## config.mk

```make
export PLATFORM = sky130hd
export DESIGN_NAME = i2c_master_bit_sequencer_top
export DESIGN_NICKNAME = d
export VERILOG_FILES = /design/src/design/i2cms_pkg.sv /design/src/design/i2c_master_bit_sequencer_top.sv
export SDC_FILE = /design/constraint.sdc
export NUM_CORES = 1
export LEC_CHECK = 0
export ABC_CLOCK_PERIOD_IN_PS = 2900
export BUFFER_PORTS_ARGS = -buffer_cell sky130_fd_sc_hd__buf_2
export CAP_MARGIN = 20
export CORE_ASPECT_RATIO = 1.4
export CORE_UTILIZATION = 50
export DETAILED_ROUTE_END_ITERATION = 10
export PLACE_DENSITY = 0.74
export SYNTH_ARGS = -nofsm -noshare
export SYNTH_HDL_FRONTEND = slang
export SYNTH_SLANG_ARGS = --single-unit
```

## constraint.sdc

```tcl
create_clock -name clk -period 2.9 [get_ports clk]
set_input_delay 0.29 -clock clk [delete_from_list [all_inputs] [get_ports clk]]
set_output_delay 0.29 -clock clk [all_outputs]
set_load 0.005 [all_outputs]
```

## src/design/i2cms_pkg.sv

```systemverilog
// ----------------------------------------------------------------------------
// I2C master bit sequencer package
// Shared widths, command codes and bus state codes for the sequencer.
// ----------------------------------------------------------------------------
`default_nettype none

package i2cms_pkg;

  // Size of the write byte buffer.
  localparam int MaxBytes = 16;

  // Field widths.
  localparam int CmdW   = 2;
  localparam int AddrW  = 7;
  localparam int LenW   = 5;
  localparam int SlotW  = 4;
  localparam int ByteW  = 8;
  localparam int PhaseW = 2;
  localparam int BitsW  = 4;
  localparam int StateW = 3;

  // Packed word widths on the stream channels.
  localparam int InDataW  = 32;
  localparam int OutDataW = 16;

  // Command codes carried in the input tuser.
  localparam logic [CmdW-1:0] CMD_TICK     = 2'd0;
  localparam logic [CmdW-1:0] CMD_LOAD     = 2'd1;
  localparam logic [CmdW-1:0] CMD_START_WR = 2'd2;
  localparam logic [CmdW-1:0] CMD_START_RD = 2'd3;

  // Bus state codes.
  localparam logic [StateW-1:0] ST_IDLE    = 3'd0;
  localparam logic [StateW-1:0] ST_START   = 3'd1;
  localparam logic [StateW-1:0] ST_WR_WORD = 3'd2;
  localparam logic [StateW-1:0] ST_RD_ACK  = 3'd3;
  localparam logic [StateW-1:0] ST_RD_WORD = 3'd4;
  localparam logic [StateW-1:0] ST_WR_ACK  = 3'd5;
  localparam logic [StateW-1:0] ST_WR_NACK = 3'd6;
  localparam logic [StateW-1:0] ST_STOP    = 3'd7;

  // Phases of one bit cycle.
  localparam logic [PhaseW-1:0] PH_0 = 2'd0;
  localparam logic [PhaseW-1:0] PH_1 = 2'd1;
  localparam logic [PhaseW-1:0] PH_2 = 2'd2;
  localparam logic [PhaseW-1:0] PH_3 = 2'd3;

  // Bits in one byte on the wire.
  localparam logic [BitsW-1:0] BITS_PER_BYTE = 4'd8;

endpackage

`default_nettype wire

```

## src/design/i2c_master_bit_sequencer_top.sv

```systemverilog
// ----------------------------------------------------------------------------
// I2C master bit sequencer
// Each input word carries one command. A tick command advances the I2C bit
// cycle by one quarter phase; load and start commands fill the write buffer
// and launch a write or read transaction. Every input word returns exactly
// one output word with the held SCL and SDA drive-low levels, the busy flag
// and, when a received byte completes on that tick, the byte and its index.
//
// Channels: the s_* group takes commands, the m_* group returns results.
// Pipeline: an accepted word sits in the input stage and is then processed
// into the output register, whose result is offered on m_* until taken.
// Throughput: one word per clock while the output is not stalled, set by the
// single input stage feeding one state update and the output register.
// Reset: rst clears the bus state, phase, counters and held levels; the bus
// lines are released and the block is idle. The write buffer is not cleared.
// Stall: when m_tready is low the output word holds, the input stage holds
// its word, and s_tready drops once that stage is full.
// ----------------------------------------------------------------------------
`default_nettype none

module i2c_master_bit_sequencer_top (
  input  wire  logic                           clk,
  input  wire  logic                           rst,
  input  wire  logic                           s_tvalid,
  output logic                                 s_tready,
  // sda_in[0], address[7:1], length[12:8], byte_index[16:13],
  // byte_value[24:17], zero fill[31:25]
  input  wire  logic [i2cms_pkg::InDataW-1:0]  s_tdata,
  // command[1:0]
  input  wire  logic [i2cms_pkg::CmdW-1:0]     s_tuser,
  output logic                                 m_tvalid,
  input  wire  logic                           m_tready,
  // scl_low[0], sda_low[1], busy_res[2], read_index[6:3], read_data[14:7],
  // zero fill[15]
  output logic [i2cms_pkg::OutDataW-1:0]       m_tdata,
  // read_valid[0]
  output logic                                 m_tuser
);

  import i2cms_pkg::*;

  // Input stage.
  logic                  in_valid;
  logic [CmdW-1:0]       in_cmd;
  logic                  in_sda;
  logic [AddrW-1:0]      in_addr;
  logic [LenW-1:0]       in_len;
  logic [SlotW-1:0]      in_slot;
  logic [ByteW-1:0]      in_byte;
  logic                  advance;

  // Sequencer state.
  logic [StateW-1:0]     bus_state, bus_state_next;
  logic [PhaseW-1:0]     phase, phase_next;
  logic                  start_pending, start_pending_next;
  logic                  busy_mark, busy_mark_next;
  logic [BitsW-1:0]      bits_left, bits_left_next;
  logic [LenW-1:0]       byte_count, byte_count_next;
  logic [ByteW-1:0]      shift_byte, shift_byte_next;
  logic [ByteW-1:0]      address_rw, address_rw_next;
  logic [LenW-1:0]       write_total, write_total_next;
  logic [LenW-1:0]       read_total, read_total_next;
  logic                  scl_held_low, scl_held_low_next;
  logic                  sda_held_low, sda_held_low_next;
  logic [ByteW-1:0]      write_buffer [MaxBytes];

  // Per-word result.
  logic                  rd_valid_next;
  logic [SlotW-1:0]      rd_index_next;
  logic [ByteW-1:0]      rd_data_next;
  logic [LenW-1:0]       len_sat;
  logic [LenW-1:0]       count_inc;
  logic [ByteW-1:0]      buf_word;
  logic                  load_en;

  // Output register frees when empty or taken; the input stage follows it.
  assign advance  = !m_tvalid || m_tready;
  assign s_tready = !in_valid || advance;

  always_ff @(posedge clk) begin
    if (rst) begin
      in_valid <= 1'b0;
    end else if (s_tready) begin
      in_valid <= s_tvalid;
    end
  end

  always_ff @(posedge clk) begin
    if (s_tready && s_tvalid) begin
      in_cmd  <= s_tuser;
      in_sda  <= s_tdata[0];
      in_addr <= s_tdata[7:1];
      in_len  <= s_tdata[12:8];
      in_slot <= s_tdata[16:13];
      in_byte <= s_tdata[24:17];
    end
  end

  // Byte counts above the buffer size saturate.
  assign len_sat   = (in_len > LenW'(MaxBytes)) ? LenW'(MaxBytes) : in_len;
  assign count_inc = byte_count + LenW'(1);
  assign load_en   = in_valid && advance && (in_cmd == CMD_LOAD) && !busy_mark;

  // Write buffer; every 4-bit slot lies inside the buffer.
  always_ff @(posedge clk) begin
    if (load_en) begin
      write_buffer[in_slot] <= in_byte;
    end
  end

  // Registered read of the slot for the next write byte. The count and the
  // buffer stay steady for several words before the ACK phase that uses it.
  always_ff @(posedge clk) begin
    buf_word <= write_buffer[byte_count[SlotW-1:0]];
  end

  // One command applied to the sequencer state.
  always_comb begin
    bus_state_next     = bus_state;
    phase_next         = phase;
    start_pending_next = start_pending;
    busy_mark_next     = busy_mark;
    bits_left_next     = bits_left;
    byte_count_next    = byte_count;
    shift_byte_next    = shift_byte;
    address_rw_next    = address_rw;
    write_total_next   = write_total;
    read_total_next    = read_total;
    scl_held_low_next  = scl_held_low;
    sda_held_low_next  = sda_held_low;
    rd_valid_next      = 1'b0;
    rd_index_next      = '0;
    rd_data_next       = '0;

    if (in_cmd == CMD_TICK) begin
      phase_next = phase + PhaseW'(1);
      unique case (bus_state)
        ST_IDLE: begin
          if (start_pending) begin
            start_pending_next = 1'b0;
            byte_count_next    = '0;
            phase_next         = PH_0;
            bus_state_next     = ST_START;
          end
        end
        ST_START: begin
          if (phase == PH_2) begin
            sda_held_low_next = 1'b1;
          end else if (phase == PH_3) begin
            scl_held_low_next = 1'b1;
            bits_left_next    = BITS_PER_BYTE;
            shift_byte_next   = address_rw;
            bus_state_next    = ST_WR_WORD;
          end
        end
        ST_WR_WORD: begin
          if (phase == PH_0) begin
            sda_held_low_next = !shift_byte[ByteW-1];
            shift_byte_next   = {shift_byte[ByteW-2:0], 1'b0};
            bits_left_next    = bits_left - BitsW'(1);
          end else if (phase == PH_1) begin
            scl_held_low_next = 1'b0;
          end else if (phase == PH_3) begin
            scl_held_low_next = 1'b1;
            if (bits_left == '0) begin
              bus_state_next = ST_RD_ACK;
            end
          end
        end
        ST_RD_ACK: begin
          if (phase == PH_0) begin
            sda_held_low_next = 1'b0;
          end else if (phase == PH_1) begin
            scl_held_low_next = 1'b0;
          end else if (phase == PH_3) begin
            scl_held_low_next = 1'b1;
            priority if (in_sda) begin
              bus_state_next = ST_STOP;
            end else if (byte_count < write_total) begin
              shift_byte_next = (byte_count < LenW'(MaxBytes)) ? buf_word : '0;
              byte_count_next = count_inc;
              bits_left_next  = BITS_PER_BYTE;
              bus_state_next  = ST_WR_WORD;
            end else if (byte_count < read_total) begin
              shift_byte_next = '0;
              bits_left_next  = BITS_PER_BYTE;
              bus_state_next  = ST_RD_WORD;
            end else begin
              bus_state_next = ST_STOP;
            end
          end
        end
        ST_RD_WORD: begin
          if (phase == PH_0) begin
            sda_held_low_next = 1'b0;
          end else if (phase == PH_1) begin
            scl_held_low_next = 1'b0;
          end else if (phase == PH_3) begin
            shift_byte_next   = {shift_byte[ByteW-2:0], in_sda};
            scl_held_low_next = 1'b1;
            bits_left_next    = bits_left - BitsW'(1);
            // Last bit of the byte: report it and pick ACK or NACK.
            if (bits_left == BitsW'(1)) begin
              rd_valid_next   = 1'b1;
              rd_index_next   = byte_count[SlotW-1:0];
              rd_data_next    = {shift_byte[ByteW-2:0], in_sda};
              byte_count_next = count_inc;
              bus_state_next  = (count_inc < read_total) ? ST_WR_ACK : ST_WR_NACK;
            end
          end
        end
        ST_WR_ACK: begin
          if (phase == PH_0) begin
            sda_held_low_next = 1'b1;
          end else if (phase == PH_1) begin
            scl_held_low_next = 1'b0;
          end else if (phase == PH_3) begin
            scl_held_low_next = 1'b1;
            bits_left_next    = BITS_PER_BYTE;
            bus_state_next    = ST_RD_WORD;
          end
        end
        ST_WR_NACK: begin
          if (phase == PH_0) begin
            sda_held_low_next = 1'b0;
          end else if (phase == PH_1) begin
            scl_held_low_next = 1'b0;
          end else if (phase == PH_3) begin
            scl_held_low_next = 1'b1;
            bus_state_next    = ST_STOP;
          end
        end
        ST_STOP: begin
          unique case (phase)
            PH_0: sda_held_low_next = 1'b1;
            PH_1: scl_held_low_next = 1'b0;
            PH_2: sda_held_low_next = 1'b0;
            PH_3: begin
              busy_mark_next = 1'b0;
              bus_state_next = ST_IDLE;
            end
            default: ;
          endcase
        end
        default: ;
      endcase
    end else if (!busy_mark && (in_cmd != CMD_LOAD)) begin
      // Start commands latch the transfer and mark the block busy.
      if (in_cmd == CMD_START_WR) begin
        address_rw_next  = {in_addr, 1'b0};
        write_total_next = len_sat;
        read_total_next  = '0;
      end else begin
        address_rw_next  = {in_addr, 1'b1};
        write_total_next = '0;
        read_total_next  = len_sat;
      end
      start_pending_next = 1'b1;
      busy_mark_next     = 1'b1;
    end
  end

  // Phase reload on a pending start lands on phase 3 before the increment.
  // The code above sets PH_0 after the increment, matching three plus one.

  // State registers.
  always_ff @(posedge clk) begin
    if (rst) begin
      bus_state     <= ST_IDLE;
      phase         <= PH_0;
      start_pending <= 1'b0;
      busy_mark     <= 1'b0;
      bits_left     <= '0;
      byte_count    <= '0;
      shift_byte    <= '0;
      address_rw    <= '0;
      write_total   <= '0;
      read_total    <= '0;
      scl_held_low  <= 1'b0;
      sda_held_low  <= 1'b0;
    end else if (in_valid && advance) begin
      bus_state     <= bus_state_next;
      phase         <= phase_next;
      start_pending <= start_pending_next;
      busy_mark     <= busy_mark_next;
      bits_left     <= bits_left_next;
      byte_count    <= byte_count_next;
      shift_byte    <= shift_byte_next;
      address_rw    <= address_rw_next;
      write_total   <= write_total_next;
      read_total    <= read_total_next;
      scl_held_low  <= scl_held_low_next;
      sda_held_low  <= sda_held_low_next;
    end
  end

  // Output register.
  always_ff @(posedge clk) begin
    if (rst) begin
      m_tvalid <= 1'b0;
    end else if (advance) begin
      m_tvalid <= in_valid;
    end
  end

  always_ff @(posedge clk) begin
    if (in_valid && advance) begin
      m_tdata <= {1'b0, rd_data_next, rd_index_next, busy_mark_next,
                  sda_held_low_next, scl_held_low_next};
      m_tuser <= rd_valid_next;
    end
  end

endmodule

`default_nettype wire

```

Word level (Yosys, flattened, before mapping)
Memory sizes are Yosys's and may differ from the RTL's. A register that Yosys moved wholly into a read port is not among the register bits.
Index checks and enable logic that the tools add are counted.
{"block": "word_totals", "regBits": 89, "ramBits": 128, "inputBits": 38, "word_cells": 202, "mem_count": 1}
{"block": "classes", "add_sub_neg": 3, "magnitude_cmp": 5, "n_eq_ne": 40, "mux": 96, "bitwise_logic": 4, "reduce_logical": 30}
{"name": "write_buffer", "words": 16, "width": 8, "rd": 1, "rd_clocked_by_memory_dff": 1, "write_ports": 1, "line": "i2c_master_bit_sequencer_top.sv:65", "source": "logic [ByteW-1:0] write_buffer [MaxBytes];"}
{"cell": "two-way mux 8 bit", "n": 13}
{"cell": "two-way mux 3 bit", "n": 23}
{"cell": "two-way mux 5 bit", "n": 13}
{"cell": "two-way mux 4 bit", "n": 14}
{"cell": "inequality test 2 bit (second input constant)", "n": 24}
{"cell": "one-hot mux 8 bit (4 select lines)", "n": 1}
{"cell": "one-hot mux 3 bit (8 select lines)", "n": 1}
{"cell": "AND reduction 23 bit", "n": 1}
{"cell": "two-way mux 1 bit", "n": 22}
{"cell": "one-hot mux 4 bit (5 select lines)", "n": 1}
{"cell": "less-than comparator 5 bit", "n": 3}
{"cell": "one-hot mux 5 bit (3 select lines)", "n": 1}
{"cell": "AND reduction 15 bit", "n": 1}
{"cell": "AND reduction 14 bit", "n": 1}
{"cell": "AND reduction 13 bit", "n": 1}
{"cell": "equality test 3 bit (second input constant)", "n": 4}
{"cell": "OR reduction 5 bit", "n": 2}
{"cell": "two-way mux 2 bit", "n": 4}
{"cell": "equality test 2 bit (second input constant)", "n": 3}
{"cell": "equality test 3 x 2 -> 1 bit (second input constant)", "n": 2}
{"cell": "AND reduction 3 bit", "n": 2}
{"cell": "OR reduction 6 bit", "n": 1}
{"cell": "adder 5 x 1 -> 5 bit (second input constant)", "n": 1}
{"cell": "greater-than comparator 5 bit (second input constant)", "n": 1}
{"cell": "24 further kinds", "n": 38}

Depth between registers and ports, before layout
Gate-level depths: netlist of the first run.
{"block": "logic_depth", "ltp_word": 8, "ltp_mapped": 10, "mapped_depth_nobuf": 8}

Least setup slack after synthesis of the first run
OpenSTA, ideal clock, no wires.
{"block": "synth_timing", "kind": "register to register", "startpoint": "register m_tvalid", "endpoint": "memory write_buffer[0][0], enable pin", "setup_ns": 0.383, "arrival_ns": 2.848, "slack_ns": -0.332, "stages_incl_launch_ff": 7, "cell_sequence": "dfxtp_1 > nor2b_1 > clkbuf_1 > nor2_1 > nand3_1 > or3_1 > nor3_1"}
{"block": "synth_between", "elab_chain_len": 7}
{"item": "from (decl)", "line": "i2c_master_bit_sequencer_top.sv:31", "source": "output logic m_tvalid,"}
{"item": "from (signal assigned)", "line": "i2c_master_bit_sequencer_top.sv:302", "source": "m_tvalid <= in_valid;"}
{"item": "zero test 1 bit", "line": "i2c_master_bit_sequencer_top.sv:77", "source": "assign advance = !m_tvalid || m_tready;"}
{"item": "logical OR 1 bit", "line": "i2c_master_bit_sequencer_top.sv:77"}
{"item": "logical AND 1 bit (3 in series)", "line": "i2c_master_bit_sequencer_top.sv:102", "source": "assign load_en = in_valid && advance && (in_cmd == CMD_LOAD) && !busy_mark;"}
{"item": "two-way mux 1 bit", "line": "i2c_master_bit_sequencer_top.sv:106", "source": "if (load_en) begin"}
{"item": "two-way mux 1 bit (implied by the code)", "line": "i2c_master_bit_sequencer_top.sv:107", "source": "write_buffer[in_slot] <= in_byte;"}
{"item": "to (decl)", "line": "i2c_master_bit_sequencer_top.sv:65"}
Every way passes these cells.

Worst setup path in the final report of the first run
{"block": "layout_timing", "startpoint": "register phase[0]", "endpoint": "register shift_byte[1]"}
{"block": "layout_between", "elab_chain_len": 3, "word_cells_on_any_way": 14}
{"item": "from (decl)", "line": "i2c_master_bit_sequencer_top.sv:54", "source": "logic [PhaseW-1:0] phase, phase_next;"}
{"item": "from (signal assigned)", "line": "i2c_master_bit_sequencer_top.sv:283", "source": "phase <= phase_next;"}
{"item": "equality test 2 x 1 -> 1 bit (tied with other cells)", "line": "i2c_master_bit_sequencer_top.sv:173, i2c_master_bit_sequencer_top.sv:196"}
{"item": "inequality test 2 bit (no line)"}
{"item": "AND reduction 14 bit (no line) *"}
{"item": "to (signal assigned)", "line": "i2c_master_bit_sequencer_top.sv:288", "source": "shift_byte <= shift_byte_next;"}
{"item": "to (decl)", "line": "i2c_master_bit_sequencer_top.sv:59", "source": "logic [ByteW-1:0] shift_byte, shift_byte_next;"}
Mark *: on every way between the ends. The rest lies on a longest branch, timed or not.
A chain may end at the register's enable or synchronous reset.

==> results of run 1 <==
[state kept, by name, indices dropped and copies added (netlist names), 2 cells and up]
signal,cells
write_buffer,128
m_tdata,15
address_rw,8
buf_word,8
in_byte,8
shift_byte,8
in_addr,7
byte_count,5
in_len,5
read_total,5
write_total,5
bits_left,4
in_slot,4
bus_state,3
in_cmd,2
phase,2
[cell families (layout without fill, tap and decap cells)]
| family | Yosys count | count (layout) | synth area share |
|---|---|---|---|
| adder cells (fa/ha/maj) | 19 | 19 | 0.0250 |
| XOR/XNOR | 3 | 3 | 0.00277 |
| multiplexers | 51 | 51 | 0.107 |
| AO/OA/AOI/OAI | 137 | 137 | 0.0952 |
| AND/OR/NAND/NOR | 171 | 171 | 0.0908 |
| buffers and inverters | 57 | 171 | 0.0249 |
| flip-flops | 225 | 225 | 0.654 |
| other | 1 | 1 | 0.000395 |
[repair_timing]
item / 4_1_cts / 5_1_grt
hold endpoints to repair: 28 / 0
gates resized for setup: 0 / 1
setup endpoints to repair: 0 / 8
hold buffers: 28 / 0
[final timing paths]
path	end	slack, ns	cells after the start
hold / removal	m_tvalid	0.19	4
setup reg to reg	shift_byte[1]	0.21	8
setup / recovery	shift_byte[1]	0.21	8
hold reg to reg	read_total[4]	0.45	2
[worst max-delay path, cell delays in order (launching register included)]
cell and delay (ns):
dfxtp_1 0.39, inv_1 0.15, ha_1 0.34, or4b_2 0.63, a21oi_1 0.16, o221ai_1 0.18
a21oi_2 0.38, a21oi_1 0.12, a211oi_1 0.24
[routing by layer]
metal / GRT usage / vias to the layer above / routed length (microns)
met5: 0 / - / 0
met4: 0.105 / 0 / 904
met3: 0.0230 / 55 / 641
met2: 0.413 / 153 / 11000
met1: 0.229 / 2953 / 7530
li1: - / 2762 / -
[through the flow]
stage	hold slack, ns	util
finish	0.193	0.602
global route	0.204	0.602
CTS	0.178	0.601
detailed placement	0.449	0.545
global placement	0.445	0.545
floorplan	0.389	-
[power by group]
part / internal [mW] / leakage (nW) / switching, mW / total, mW
Sequential: 3.51 / 2.01 / 0.0497 / 3.56
Combinational: 0.0791 / 1.45 / 0.0955 / 0.175
Clock: 1.81 / 0.368 / 1.17 / 2.98
[layout by cell type, fill, tap and decap left out, drive strengths merged, types with 3 or more instances in the layout]
cell / count
a21o: 4
o21a: 3
clkinv: 5
edfxtp: 171
a221oi: 8
buf: 81
or4b: 3
bufinv: 4
a21oi: 58
nand3b: 3
ha: 19
nor4: 4
nand3: 18
or3: 4
o21ai: 19
nor4b: 4
a211oi: 13
nor3: 13
dfxtp: 54
nor2: 39
dlygate4sd3: 28
nor2b: 6
o22ai: 3
inv: 22
clkbuf: 29
nand2: 48
and2: 13
nand2b: 6
mux2i: 10
mux4: 40
a31oi: 10
[final cells by class]
cell class | count | area [sq um]
Clock inverter | 11 | 170
Clock buffer | 29 | 597
Sequential cell | 225 | 6220
Fill cell | 1399 | 7410
Tap cell | 244 | 305
Timing Repair Buffer | 109 | 768
Multi-Input combinational cell | 382 | 3060
Inverter | 22 | 82.6
==> results.txt, run 1 <==
crit start category -> register
gpl congestion -> 0.889
Remaining Overflow, GRT -> 0
Yosys reg bits -> 225
final setup fails -> 0
Design Power -> 6.72 mW
max_slew headroom -> 0.431
Worst Slack Setup Final -> 0.214 ns
Syn Std Cell Area -> 9500 sq um
drt first-iter violations -> 493
CTS buffer count -> 22
final hold viol count -> 0
Setup crit start -> phase[0]
status -> finished, final reports clean
Max Cap Viol -> 0
residual DRC count -> 0
Setup Total Neg Slack -> 0 ns
NumNets Final -> 819
Final Instance Count excl. Fillers -> 1022
die footprint -> 19600 sq um
Primary FF master, synth -> edfxtp_1
share of cells above drive strength 1 -> 0.220
Async S/R FF share, synth -> 0
diode count -> 0
Placement Cell Area -> 10100 sq um
Final Slew Violations -> 0
Post-synth top cells -> edfxtp_1, a21oi_1, dfxtp_1, nand2_1, mux4_2
hpwl dp -> 13800 microns
mean area per synthesized cell -> 14.3 sq um
min Tclk post-route -> 2.69 ns
leak pwr -> 3.83 nW
WS Path Type -> register to register
Root Driver -> clkbuf_16
register area share after synthesis -> 0.654
min-delay src -> m_tready
DIE WIDTH -> 118 microns
syn_nets -> 721
RSZ-0062 raised after global routing -> no
Max IR drop VDD -> 0.000520 V
Yosys top cell by area -> edfxtp_1
Final ANT Viol Nets -> 0
most numerous cell in the Yosys netlist -> edfxtp_1
EDFF count, synth -> 171
htree depth -> 1
maximum fanout along the worst path -> 9
slew at the pin closest to its max-slew limit -> 0.850 ns
Core Region -> 18600 sq um
worst skew pair latency -> 0.51 ns
CTS sink cnt -> 225
Yosys warnings -> 0
DR WL/cell -> 19.7 microns
post-route cell area -> 11200 sq um
cell count after synthesis -> 664
final setup skew -> 0.0176 ns
Die H -> 165 microns
wirelength, routed -> 20100 microns
site row count -> 59
vias per cell -> 5.80
input/output buffers -> 48
gr usage total -> 0.212
Setup Slack @ Placement -> 0.216 ns
top-area cell type share of the netlist area -> 0.541
IO Pins -> 57
area growth from synthesis to layout -> 17.9%
crit path capture type -> register
reg2reg start -> phase[0]
Worst EP required -> 3.31 ns
via count -> 5923
Final Cycle Share -> 0.926
CTS tree -> built
largest net degree at the start of global routing -> 28
initial core utilization -> 0.511
number of global-route vias before repair -> 6166
initial antenna violation count -> 0
Reg clk slew, reported paths -> 0.06 ns
Hold WC Path Type -> input pin to register
placed cells -> 954
max frequency -> 0.372 GHz
postcts setup bufs -> 0
global-route wire length before repair -> 32000 microns
Clock Path Buffers -> 3
Pre-Repair DR Iteration Count -> 5
top cells by area, synth -> edfxtp_1, dfxtp_1, mux4_2
Power Density -> 600 nW/um^2
Netlist cell types -> 64
Worst EP arrival -> 3.10 ns
(Power assumes the default switching activity.)
==> run 2: changes to the inputs <==
- BUFFER_PORTS_ARGS: -buffer_cell sky130_fd_sc_hd__buf_2 -> not set
- DONT_BUFFER_PORTS: not set -> 1
- PLACE_DENSITY: 0.74 -> 0.72
- REMOVE_ABC_BUFFERS: not set -> 1
==> run 2 against run 1 <==
Effect of this change:
- fmax down 0.35%
- utilization down 1.7 points
- cell count is 4.8% lower
- power down 4.9%
- setup slack worse by 0.0095 ns
- combinational power fell by 15%
- sequential cell count is the same
- first-iteration DRC count is 19% lower
==> results.txt, run 2 (same netlist as run 1, synthesis figures left out) <==
status -> finished, final reports clean
r2r endpoint -> shift_byte[3]
via count -> 5682 (-4.1%)
slew at the pin closest to its max-slew limit -> 0.831 ns (-0.0195 ns)
Reg clk slew, reported paths -> 0.06 ns (about the same)
worst hold slack -> 0.0393 ns (-0.154 ns)
R2R depth -> 8 (unchanged)
reg2reg start -> phase[0]
diode count -> 0 (unchanged)
gr usage total -> 0.205 (-0.00777)
placed cells -> 904 (-5.2%)
htree depth -> 1 (unchanged)
Top Registers -> write_buffer x128, m_tdata x15
Hold EP -> byte_count[0]
top layer in use -> met4
met3 wire length -> 702 microns (+9.5%)
CP max-delay cell -> or4b_2
Setup Slack @ Placement -> 0.185 ns (-0.0308 ns)
initial core utilization -> 0.511 (unchanged)
crit path capture type -> register
DR WL/cell -> 19.8 microns (+0.61%)
Final ANT Viol Nets -> 0 (unchanged)
Setup Total Neg Slack -> 0 ns (unchanged)
min-delay src -> rst
most common library cell in the layout ignoring fill and taps -> edfxtp_1
highest-count cells in the layout ignoring fill and taps -> edfxtp_1, a21oi_1, dfxtp_1, nand2_1, mux4_2
min Tclk post-route -> 2.70 ns (+0.00947 ns)
Design Power -> 6.39 mW (-4.9%)
area growth from synthesis to layout -> 14.5%
post-route cell area -> 10900 sq um (-2.9%)
Pre-Repair DR Iteration Count -> 5 (unchanged)
CTS tree -> built
Worst Slack Setup Final -> 0.205 ns (-0.00947 ns)
CP most frequent cell -> a21oi_1
CTS sink cnt -> 225 (unchanged)
CTS buffer count -> 22 (unchanged)
Power Density -> 587 nW/um^2 (-2.1%)
IO Pins -> 57 (unchanged)
Max Cap Viol -> 0 (unchanged)
final setup skew -> 0.0107 ns (-0.00697 ns)
Worst EP required -> 3.31 ns (about the same)
leak pwr -> 3.60 nW (-5.9%)
drt first-iter violations -> 398 (-19%)
die footprint -> 19600 sq um (unchanged)
hpwl dp -> 13100 microns (-4.8%)
input/output buffers -> 0 (-100%)
worst hold path cell count -> 3 (-1)
final setup fails -> 0 (unchanged)
Worst EP arrival -> 3.10 ns (about the same)
DIE WIDTH -> 118 microns (unchanged)
critical path's top delay family -> compound AO/OA/AOI/OAI gates
register name with the most flops -> write_buffer
critical-path cell list -> inv_1 > ha_1 > or4b_2 > a21oi_1 > o221ai_1 > a21oi_2 > a21oi_1 > a211oi_1
initial antenna violation count -> 0 (unchanged)
Root Driver -> clkbuf_16
Core Region -> 18600 sq um (unchanged)
Placement Cell Area -> 9890 sq um (-2.5%)
wirelength, routed -> 19200 microns (-4.2%)
number of global-route vias before repair -> 5935 (-3.7%)
share of cells above drive strength 1 -> 0.165 (-0.0552)
site row count -> 59 (unchanged)
gpl congestion -> 0.843 (-5.2%)
max_slew headroom -> 0.444 (+0.0130)
Die H -> 165 microns (unchanged)
worst skew pair latency -> 0.50 ns (about the same)
WL met1 -> 7430 microns (-1.3%)
Hold WC Path Type -> input pin to register
Buf+Inv Stages, Crit Path -> 1 (unchanged)
residual DRC count -> 0 (unchanged)
maximum fanout along the worst path -> 9 (unchanged)
vias per cell -> 5.84 (+0.76%)
Final Slew Violations -> 0 (unchanged)
DR WL met2 -> 10400 microns (-5.5%)
final core occ -> 0.585 (-0.0172)
crit start category -> register
final hold viol count -> 0 (unchanged)
largest net degree at the start of global routing -> 40 (+43%)
max FFs per register -> 128 (unchanged)
RSZ-0062 raised after global routing -> no
WS Path Type -> register to register
Max IR drop VDD -> 0.000436 V (-16%)
Final Cycle Share -> 0.929 (+0.00327)
max frequency -> 0.371 GHz (-0.35%)
global-route wire length before repair -> 31100 microns (-3.1%)
slack of the worst reg-to-reg path -> 0.20 ns (about the same)
Remaining Overflow, GRT -> 0 (unchanged)
Final Instance Count excl. Fillers -> 973 (-4.8%)
NumNets Final -> 771 (-5.9%)
slowest stage delay, CP -> 0.63 ns (about the same)
Clock Path Buffers -> 3 (unchanged)
## run 2: cell types whose count changed in the layout (fill, tap and decap cells not counted)
cell        delta
buf_4          -2
clkinv_2       +2
buf_2         -47
bufinv_16      -3
clkbuf_16      +1
clkinv_8       -1
clkbuf_1       +2
buf_12         +1
inv_6          +1
clkinvlp_4     -1
clkbuf_8       -2
## run 2: how the worst max path moves through the flow
stage | startpoint | endpoint | slack [ns] | cells after the start
after floorplan | byte_count[0] | bus_state[1] | -0.32 | 8
after global placement | in_cmd[1] | shift_byte[4] | 0.28 | 6
after detailed placement | in_cmd[1] | shift_byte[3] | 0.19 | 6
after CTS | in_cmd[1] | shift_byte[3] | 0.16 | 6
after global routing | phase[0] | shift_byte[5] | 0.06 | 8
final | phase[0] | shift_byte[3] | 0.20 | 8
## run 2: where the power goes
group | leakage [nW] | internal [mW] | switching, mW | total [mW]
combinational | 1.26 | 0.0631 | 0.0861 | 0.149
sequential | 2.01 | 3.51 | 0.0502 | 3.56
clock | 0.332 | 1.55 | 1.13 | 2.68
total | 3.60 | 5.12 | 1.27 | 6.39
## run 2: worst register-to-register path, delay by kind of cell (launching register included)
family          cells  cell delay [ns]
compound gates      5             1.07
simple gates        1             0.63
flops               1             0.40
fa+ha+maj           1             0.34
buf+inv             1             0.16
## run 2: timing repair
| action | in CTS | in global routing |
|---|---|---|
| endpoints found under the hold margin | 66 | 0 |
| resized for setup | 0 | 1 |
| buffers inserted | 0 | 0 |
| endpoints found under the setup margin | 0 | 8 |
| hold buffers | 29 | 0 |
## run 2: layout make-up
type	count	area, sq um
inverter	22	82.6
clock buffer	30	602
fill	1471	7730
clock inverter	9	75.1
sequential	225	6220
timing repair buffer	61	538
tap	244	305
multi-input combinational	382	3060
## run 2: per-layer routing
metal  global-route usage  up-vias
met5                    0        -
met4               0.0892        0
met3               0.0282       49
met2                0.383      145
met1                0.234     2831
li1                     -     2657
